==> src/rtl/core/gf2_polynomial_multiply_divide_assert.svh <==
// Assertion macros shared by the GF(2) polynomial unit.
`ifndef GF2_POLYNOMIAL_MULTIPLY_DIVIDE_ASSERT_SVH
`define GF2_POLYNOMIAL_MULTIPLY_DIVIDE_ASSERT_SVH

// Same-cycle implication, checked outside of reset.
`define GF2PMD_ASSERT_NOW(lbl, ante, cons, msg) \
  lbl: assert property (@(posedge clk_i) disable iff (!rst_ni) (ante) |-> (cons)) \
    else $error(msg);

// Implication with a fixed delay between the two sides.
`define GF2PMD_ASSERT_DELAY(lbl, ante, dly, cons, msg) \
  lbl: assert property (@(posedge clk_i) disable iff (!rst_ni) (ante) |-> ##dly (cons)) \
    else $error(msg);

`endif

==> src/rtl/core/gf2pmd_pkg.sv <==
// Shared constants and types of the GF(2) polynomial multiply and divide unit.
package gf2pmd_pkg;

  localparam int unsigned FIELD_W = 64;
  localparam int unsigned POLY_BITS_DEF = 64;
  // Coefficient steps done in one pipeline stage.
  localparam int unsigned STEPS_PER_STAGE = 8;

  localparam logic OP_CLMUL = 1'b0;
  localparam logic OP_DIV = 1'b1;

  typedef struct packed {
    logic valid;
    logic op;
    logic dz;
  } ctrl_t;

endpackage

==> src/rtl/core/gf2pmd_stage.sv <==
// One pipeline stage of the unit: a group of multiply or long-division steps.
module gf2pmd_stage #(
  parameter int unsigned POLY_BITS = gf2pmd_pkg::POLY_BITS_DEF,
  parameter int unsigned STAGE_IDX = 0
) (
  input  logic                         clk_i,
  input  logic                         rst_ni,
  input  gf2pmd_pkg::ctrl_t            ctrl_i,
  input  logic [POLY_BITS-1:0]         a_i,
  input  logic [POLY_BITS-1:0]         b_i,
  input  logic [$clog2(POLY_BITS)-1:0] db_i,
  input  logic [2*POLY_BITS-1:0]       acc_i,
  output gf2pmd_pkg::ctrl_t            ctrl_o,
  output logic [POLY_BITS-1:0]         a_o,
  output logic [POLY_BITS-1:0]         b_o,
  output logic [$clog2(POLY_BITS)-1:0] db_o,
  output logic [2*POLY_BITS-1:0]       acc_o
);

  localparam int unsigned DEG_W = $clog2(POLY_BITS);
  localparam int STEPS = int'(gf2pmd_pkg::STEPS_PER_STAGE);

  gf2pmd_pkg::ctrl_t            ctrl_q;
  logic [POLY_BITS-1:0]         a_q;
  logic [POLY_BITS-1:0]         b_q;
  logic [DEG_W-1:0]             db_q;
  logic [2*POLY_BITS-1:0]       acc_d;
  logic [2*POLY_BITS-1:0]       acc_q;

  // Multiply walks the coefficients of a upward and adds shifted copies of b.
  // Divide walks the remainder downward; b arrives aligned to the top bit, so
  // the subtraction at position p is b shifted right by the distance from the
  // top. Quotient bits are collected in the upper half, aligned the same way.
  always_comb begin
    int idx;
    int pos;
    acc_d = acc_i;
    for (int k = 0; k < STEPS; k++) begin
      idx = int'(STAGE_IDX) * STEPS + k;
      pos = int'(POLY_BITS) - 1 - idx;
      if (idx < int'(POLY_BITS)) begin
        if (ctrl_i.op == gf2pmd_pkg::OP_CLMUL) begin
          if (a_i[idx]) begin
            acc_d = acc_d ^ ({{POLY_BITS{1'b0}}, b_i} << idx);
          end
        end else begin
          if ((DEG_W'(pos) >= db_i) && acc_d[pos]) begin
            acc_d[POLY_BITS-1:0] = acc_d[POLY_BITS-1:0] ^ (b_i >> idx);
            acc_d[POLY_BITS+pos] = 1'b1;
          end
        end
      end
    end
  end

  always_ff @(posedge clk_i or negedge rst_ni) begin
    if (!rst_ni) begin
      ctrl_q <= '0;
    end else begin
      ctrl_q <= ctrl_i;
    end
  end

  always_ff @(posedge clk_i) begin
    a_q   <= a_i;
    b_q   <= b_i;
    db_q  <= db_i;
    acc_q <= acc_d;
  end

  assign ctrl_o = ctrl_q;
  assign a_o    = a_q;
  assign b_o    = b_q;
  assign db_o   = db_q;
  assign acc_o  = acc_q;

endmodule

==> config.mk <==
export PLATFORM = sky130hd
export DESIGN_NAME = gf2pmd_stage
export DESIGN_NICKNAME = d
export VERILOG_FILES = /design/src/rtl/core/gf2_polynomial_multiply_divide_assert.svh /design/src/rtl/core/gf2pmd_pkg.sv /design/src/rtl/core/gf2pmd_stage.sv
export SDC_FILE = /design/constraint.sdc
export NUM_CORES = 1
export LEC_CHECK = 0
export BUFFER_PORTS_ARGS = -buffer_cell sky130_fd_sc_hd__buf_2
export CAP_MARGIN = 30
export CORE_AREA = 2 2 207 209
export DETAILED_ROUTE_END_ITERATION = 12
export DIE_AREA = 0 0 209 211
export HOLD_SLACK_MARGIN = 0.03
export PLACE_DENSITY = 0.71
export SKIP_CTS_REPAIR_TIMING = 1
export SLEW_MARGIN = 40
export SYNTH_ARGS = -nofsm -noshare
export SYNTH_HDL_FRONTEND = slang
export SYNTH_SLANG_ARGS = --single-unit
==> constraint.sdc <==
create_clock -name clk_i -period 0.8 [get_ports clk_i]
set_input_delay 0.04 -clock clk_i [delete_from_list [all_inputs] [get_ports clk_i]]
set_output_delay 0.04 -clock clk_i [all_outputs]
set_load 0.01 [all_outputs]
==> qor.yml, run 1 <==
syn_nets: 1974
use_met1: 0.320
grt_antenna_before_repair: 4
top_usage_layer: "met2"
gp_congestion: 0.896
slew_headroom: 0.586
nFillCells: 3236
syn_area_per_cell_sq_um: 9.13
cp-end-kind: "register"
die_w_um: 209
rows: 75
path_clk_slew_ns: 0.05
synth_area_leaders: "dfxtp_1, xnor2_1, a22o_1"
tightest_slew_ns: 0.621
core_area_sq_mm: 0.0418
drv_slew: 0
grt_max_degree: 54
drc: 0
synth_area_sq_mm: 0.0156
p_int_mw: 41.7
synth-seq-area-share: 0.341
setup_violations: 342
wl_mm: 70.3
drt-initial-drc-count: 1418
instances_no_fill: 3163
initial_core_util: 0.373
yosysUniqueCellTypes: 65
cts.sinks: 265
start_kind: "input port"
postPlaceCellArea_sq_mm: 0.0205
root_buffer: "clkbuf_16"
post-place-cells: 2857
pre_cts_ws_ns: -3.15
viasPerCell: 5.48
vias: 17300
final.setup.worst_slack_ns: -2.41
wl_per_cell_um: 22.2
yosys.cell_count.top_type: "xnor2_1"
grt_use_total: 0.262
fin_crit_sh: 4.01
synthArstFlopShare: 0.0113
power_leakage_nw: 10.8
chipHeight_um: 211
io_pins: 532
holdWs_ns: -0.0104
layout-drive-gt1-share: 0.439
cts_tree: "built"
crit_type: "in -> reg"
htreeDepth: 1
yosys_warnings: 0
cts_made_buffers: 31
die_area_sq_mm: 0.0441
use_met2: 0.464
cts_buffer_depth: 3
tns_ns: -222.77
p_clk_frac: 0.241
cp_max_fo: 17
grt.overflow.total: 0
status: "finished with violations"
final_util: 0.621
layout.nets: 2867
drtAntennaViolNets: 0
power_mw: 64.2
drtPass1Iterations: 5
hold_path_class: "in -> reg"
fmax_mhz: 312
p_sw_frac: 0.351
grtUsageMet3: 0.0415
synth_seq_cells: 265
grt_pass1_wl_mm: 91.7
synth_edf_count: 0
power_frac_comb: 0.483
syn_to_final_growth_pct: 66.5
grt_pass1_vias: 15500
rsz0062_at_grt: "yes"
cp.required_ns: 1.30
yosys-top-cells-count: "xnor2_1, dfxtp_1, nand2_1"
violations: "negative hold slack, negative setup slack"
vdd_ir_drop_max_mv: 2.06
stdcell_area_sq_mm: 0.0259
netlist.area_leader.share: 0.337
synthesis.instances: 1706
yosysTopAreaCell: "dfxtp_1"
crit_arrival_ns: 3.71
dp_hpwl_mm: 46.2
p_switching_mw: 22.5
synthFlopType: "dfxtp_1"
min_period_ns: 3.21
cap_viol_max_count: 0
finalHoldViolCount: 3
port_buffers: 531
pwr-share-seq: 0.276
p_per_area_mw_per_mm2: 2480
## logic make-up (layout without fill, tap and decap cells)
kind of cell | after synthesis | in the layout | share of synthesized area
xor+xnor | 527 | 527 | 0.298
flops | 265 | 265 | 0.341
compound gates | 441 | 441 | 0.227
buf+inv | 182 | 1099 | 0.0460
fa+ha+maj | 1 | 1 | 0.000803
mux | 9 | 9 | 0.00642
other cells | 0 | 1 | 0
simple gates | 281 | 281 | 0.0798
## per-layer routing
layer  vias up  routed length [um]
li1       7766                   -
met1      8305               26200
met2      1039               34700
met3       222                5950
met4         4                3480
met5         -                  31
## layout make-up
class | count | area, sq um | area share
Clock inverter | 17 | 231 | 0.00892
Timing Repair Buffer | 1038 | 8500 | 0.328
Clock buffer | 40 | 870 | 0.0335
Sequential cell | 265 | 5530 | 0.213
Tap cell | 539 | 674 | 0.0260
Multi-Input combinational cell | 1259 | 10100 | 0.390
Antenna cell | 1 | 2.50 | 0.0000965
Inverter | 4 | 17.5 | 0.000675
## power groups by stage
| stage | Sequential, mW | Combinational, mW | Clock, mW |
|---|---|---|---|
| 6_report | 17.7 | 31.0 | 15.5 |
| 5_1_grt | 17.8 | 33.0 | 16.2 |
| 4_1_cts | 16.8 | 26.1 | 15.6 |
| 3_5_place_dp | 17.0 | 26.0 | 0 |
| 3_3_place_gp | 17.1 | 25.4 | 0 |
| 2_1_floorplan | 17.7 | 16.7 | 0 |
## state kept, by name, indices dropped and copies added, names as in the netlist
signal  count
b_o        64
ctrl_o      3
acc_o     128
a_o        64
db_o        6
## path summary, 6_finish.rpt
path,start,to,slack [ns],depth (start not counted)
setup / recovery,ctrl_i[1],acc_o[10],-2.41,17
hold / removal,b_i[18],acc_o[25],-0.01,4
max in group asynchronous,rst_ni,ctrl_o[2],0.30,3
min in group asynchronous,rst_ni,ctrl_o[0],0.34,3
## critical path: stages
cell and delay, ns:
buf_12 0.11, mux2i_4 0.20, or3_4 0.37, buf_4 0.17, a211oi_4 0.32, a22oi_1 0.13, xnor2_1 0.25, xnor2_2 0.13
and3_1 0.21, o211a_1 0.23, nor3_1 0.24, mux2i_2 0.14, and4b_1 0.24, or2_4 0.32, clkbuf_16 0.21, a32oi_1 0.23
xnor2_1 0.15
## layout by cell type (no fill, tap or decap), drive strengths merged, types with 7 or more instances in the layout
cell and count:
buf 816, xnor2 448, dfxtp 262, dlygate4sd3 217
nand2 180, a22oi 172, a22o 152, xor2 77
a32oi 47, clkbuf 45, nor2 26, o21ai 20
nand3 19, a21oi 15, o211ai 10, nor3 9
or2 9, nor2b 8, and2 7, mux2i 7
clkinv 7, inv 7
No activity file was read; power rests on OpenSTA's default activity.
==> inputs of run 2 (changes only) <==
- ABC_AREA: default -> 1
- BUFFER_PORTS_ARGS: -buffer_cell sky130_fd_sc_hd__buf_2 -> -buffer_cell sky130_fd_sc_hd__clkbuf_2
- CORE_AREA: 2 2 207 209 -> default
- CORE_MARGIN: default -> 1.5
- CORE_UTILIZATION: default -> 40
- DIE_AREA: 0 0 209 211 -> default
- PLACE_DENSITY: 0.71 -> 0.74
==> run 2 against run 1 <==
Net effect:
- the flow still finishes with violations (negative hold slack, negative setup slack)
- utilization increased by 7.0 points
- critical path type unchanged
- highest routed layer unchanged
- maximum frequency is 2.3% higher
- worst hold slack got worse by 0.0083 ns
- global-route usage is 7.5 points higher
==> qor.yml, run 2 <==
root_buffer: "clkbuf_16"  # unchanged
cp_max_fo: 8  # was 17
cts_made_buffers: 29  # was 31
path_clk_slew_ns: 0.06  # was 0.05 ns
dp_hpwl_mm: 57.4  # was 46.2 mm
tightest_slew_ns: 0.481  # was 0.621 ns
cts_tree: "built"  # unchanged
layout-drive-gt1-share: 0.402  # was 0.439
start_kind: "input port"  # unchanged
min_period_ns: 3.14  # was 3.21 ns
finalHoldViolCount: 3  # unchanged
final_common_cell: "nand2_1"  # was xnor2_1
critPathLaunch: "ctrl_i[1]"  # unchanged
synth_area_leaders: "dfxtp_1, xor2_1, nand2_1"  # was dfxtp_1, xnor2_1, a22o_1
syn_nets: 2509  # was 1974
wl_per_cell_um: 22.3  # was 22.2 um
synth_edf_count: 0  # unchanged
final.setup.worst_slack_ns: -2.34  # was -2.41 ns
worst_path_max_delay_cell: "or2_2"  # was or3_4
pre_cts_ws_ns: -2.84  # was -3.15 ns
chipHeight_um: 205  # was 211 um
port_buffers: 531  # unchanged
largest_reg_flops: 128  # unchanged
synthFlopType: "dfxtp_1"  # unchanged
violations: "negative hold slack, negative setup slack"  # unchanged
p_per_area_mw_per_mm2: 2280  # was 2480 mW/mm^2
yosysTopAreaCell: "dfxtp_1"  # unchanged
cp-endpoint: "acc_o[52]"  # was acc_o[10]
layout.nets: 3543  # was 2867
rsz0062_at_grt: "yes"  # unchanged
hold_path_class: "in -> reg"  # unchanged
cpMostUsedCell: "nand2_1"  # was xnor2_1
gp_congestion: 0.948  # was 0.896
grt_pass1_vias: 18500  # was 15500
power_leakage_nw: 13.7  # was 10.8 nW
layout_common_cells: "nand2_1, buf_4, xor2_1"  # was xnor2_1, buf_2, buf_4
crit_type: "in -> reg"  # unchanged
max_stage_delay_ns: 0.29  # was 0.37 ns
drtAntennaViolNets: 0  # unchanged
netlist.area_leader.share: 0.322  # was 0.337
syn_to_final_growth_pct: 69.6  # was 66.5%
io_pins: 532  # unchanged
drc: 0  # unchanged
synth-seq-area-share: 0.327  # was 0.341
core_area_sq_mm: 0.0399  # was 0.0418 sq mm
status: "finished with violations"  # unchanged
fmax_mhz: 319  # was 312 MHz
grt_pass1_wl_mm: 109  # was 91.7 mm
syn_area_per_cell_sq_um: 7.26  # was 9.13 sq um
grt_antenna_before_repair: 3  # was 4
crit_arrival_ns: 3.61  # was 3.71 ns
vdd_ir_drop_max_mv: 1.94  # was 2.06 mV
cp.required_ns: 1.27  # was 1.30 ns
holdWs_ns: -0.0187  # was -0.0104 ns
instances_no_fill: 3821  # was 3163
htreeDepth: 1  # unchanged
fin_crit_sh: 3.92  # was 4.01
wl_mm: 85.3  # was 70.3 mm
synth_seq_cells: 265  # unchanged
grt.overflow.total: 0  # unchanged
yosys.cell_count.top_type: "nand2_1"  # was xnor2_1
grt_use_total: 0.337  # was 0.262
yosys_warnings: 0  # unchanged
cap_viol_max_count: 0  # unchanged
power_mw: 62.9  # was 64.2 mW
die_w_um: 205  # was 209 um
vias: 21000  # was 17300
rows: 73  # was 75
grt_max_degree: 61  # was 54
yosysUniqueCellTypes: 40  # was 65
cp-end-kind: "register"  # unchanged
post-place-cells: 3528  # was 2857
drt-initial-drc-count: 2286  # was 1418
synthesis.instances: 2241  # was 1706
cts_buffer_depth: 3  # unchanged
stdcell_area_sq_mm: 0.0276  # was 0.0259 sq mm
yosys-top-cells-count: "nand2_1, xor2_1, dfxtp_1, o22ai_1, inv_1"  # was xnor2_1, dfxtp_1, nand2_1
synthArstFlopShare: 0.0113  # unchanged
drtPass1Iterations: 6  # was 5
drv_slew: 0  # unchanged
cts.sinks: 265  # unchanged
viasPerCell: 5.48  # about the same
initial_core_util: 0.408  # was 0.373
synth_area_sq_mm: 0.0163  # was 0.0156 sq mm
setup_violations: 341  # was 342
slew_headroom: 0.676  # was 0.586
die_area_sq_mm: 0.0419  # was 0.0441 sq mm
postPlaceCellArea_sq_mm: 0.0222  # was 0.0205 sq mm
[run 2: changes by cell type after synthesis, sizes merged, moves of 42 or more]
cell / previous run / this run
clkbuf: 144 / 102
nand4: 4 / 58
a22o: 152 / 0
or2: 9 / 56
inv: 4 / 201
a22oi: 172 / 0
xnor2: 448 / 112
a32oi: 47 / 0
nand2: 180 / 579
o21ai: 20 / 74
xor2: 77 / 278
o22ai: 1 / 271
nand3: 19 / 105
[run 2: cell families after synthesis]
group	after synthesis	share of synthesized area
AND/OR/NAND/NOR	844	0.227
XOR/XNOR	394	0.216
buffers and inverters	369	0.0896
AO/OA/AOI/OAI	367	0.139
flip-flops	265	0.327
multiplexers	1	0.000615
adder cells (fa/ha/maj)	1	0.000768
[run 2: worst min-delay path by stage]
stage	start	to	slack [ns]	cells past startpoint
after global placement	rst_ni	ctrl_o[0]	-0.17	1
final	acc_i[64]	acc_o[64]	-0.02	5
after CTS	rst_ni	ctrl_o[1]	-0.78	1
after detailed placement	rst_ni	ctrl_o[0]	-0.16	1
after floorplan	rst_ni	ctrl_o[0]	-0.26	0
after global routing	acc_i[64]	acc_o[64]	0.0002	5
[run 2: layer usage]
metal	up-vias	part of all wire	GRT usage
li1	9403	-	-
met1	9848	0.38	0.421
met2	1337	0.47	0.575
met3	365	0.087	0.0514
met4	4	0.064	0.139
met5	-	0.00030	0
[run 2: area by class of cell]
class                      instances  area [sq um]
inverter                         215           823
clock buffer                      35           788
timing repair buffer            1157          9410
sequential                       265          5530
tap                              525           657
multi-input combinational       1607         10200
clock inverter                    16           218
fill                            3060         12300
antenna                            1          2.50
[run 2: critical path: cells and delay by family]
kind	cells	cell delay, ns
simple gates	22	2.00
buf+inv	12	1.17
xor+xnor	1	0.22
compound gates	2	0.16
[run 2: power by group]
part,switching [mW],internal (mW)
logic,16.8,14.7
registers,1.24,15.8
clock network,6.00,8.36
[run 2: through the flow]
stage / TNS (ns) / utilization
finish: -213.74 / 0.692
global route: -233.95 / 0.692
CTS: -215.00 / 0.581
detailed placement: -185.00 / 0.556
global placement: -172.30 / 0.556
floorplan: -138.48 / -
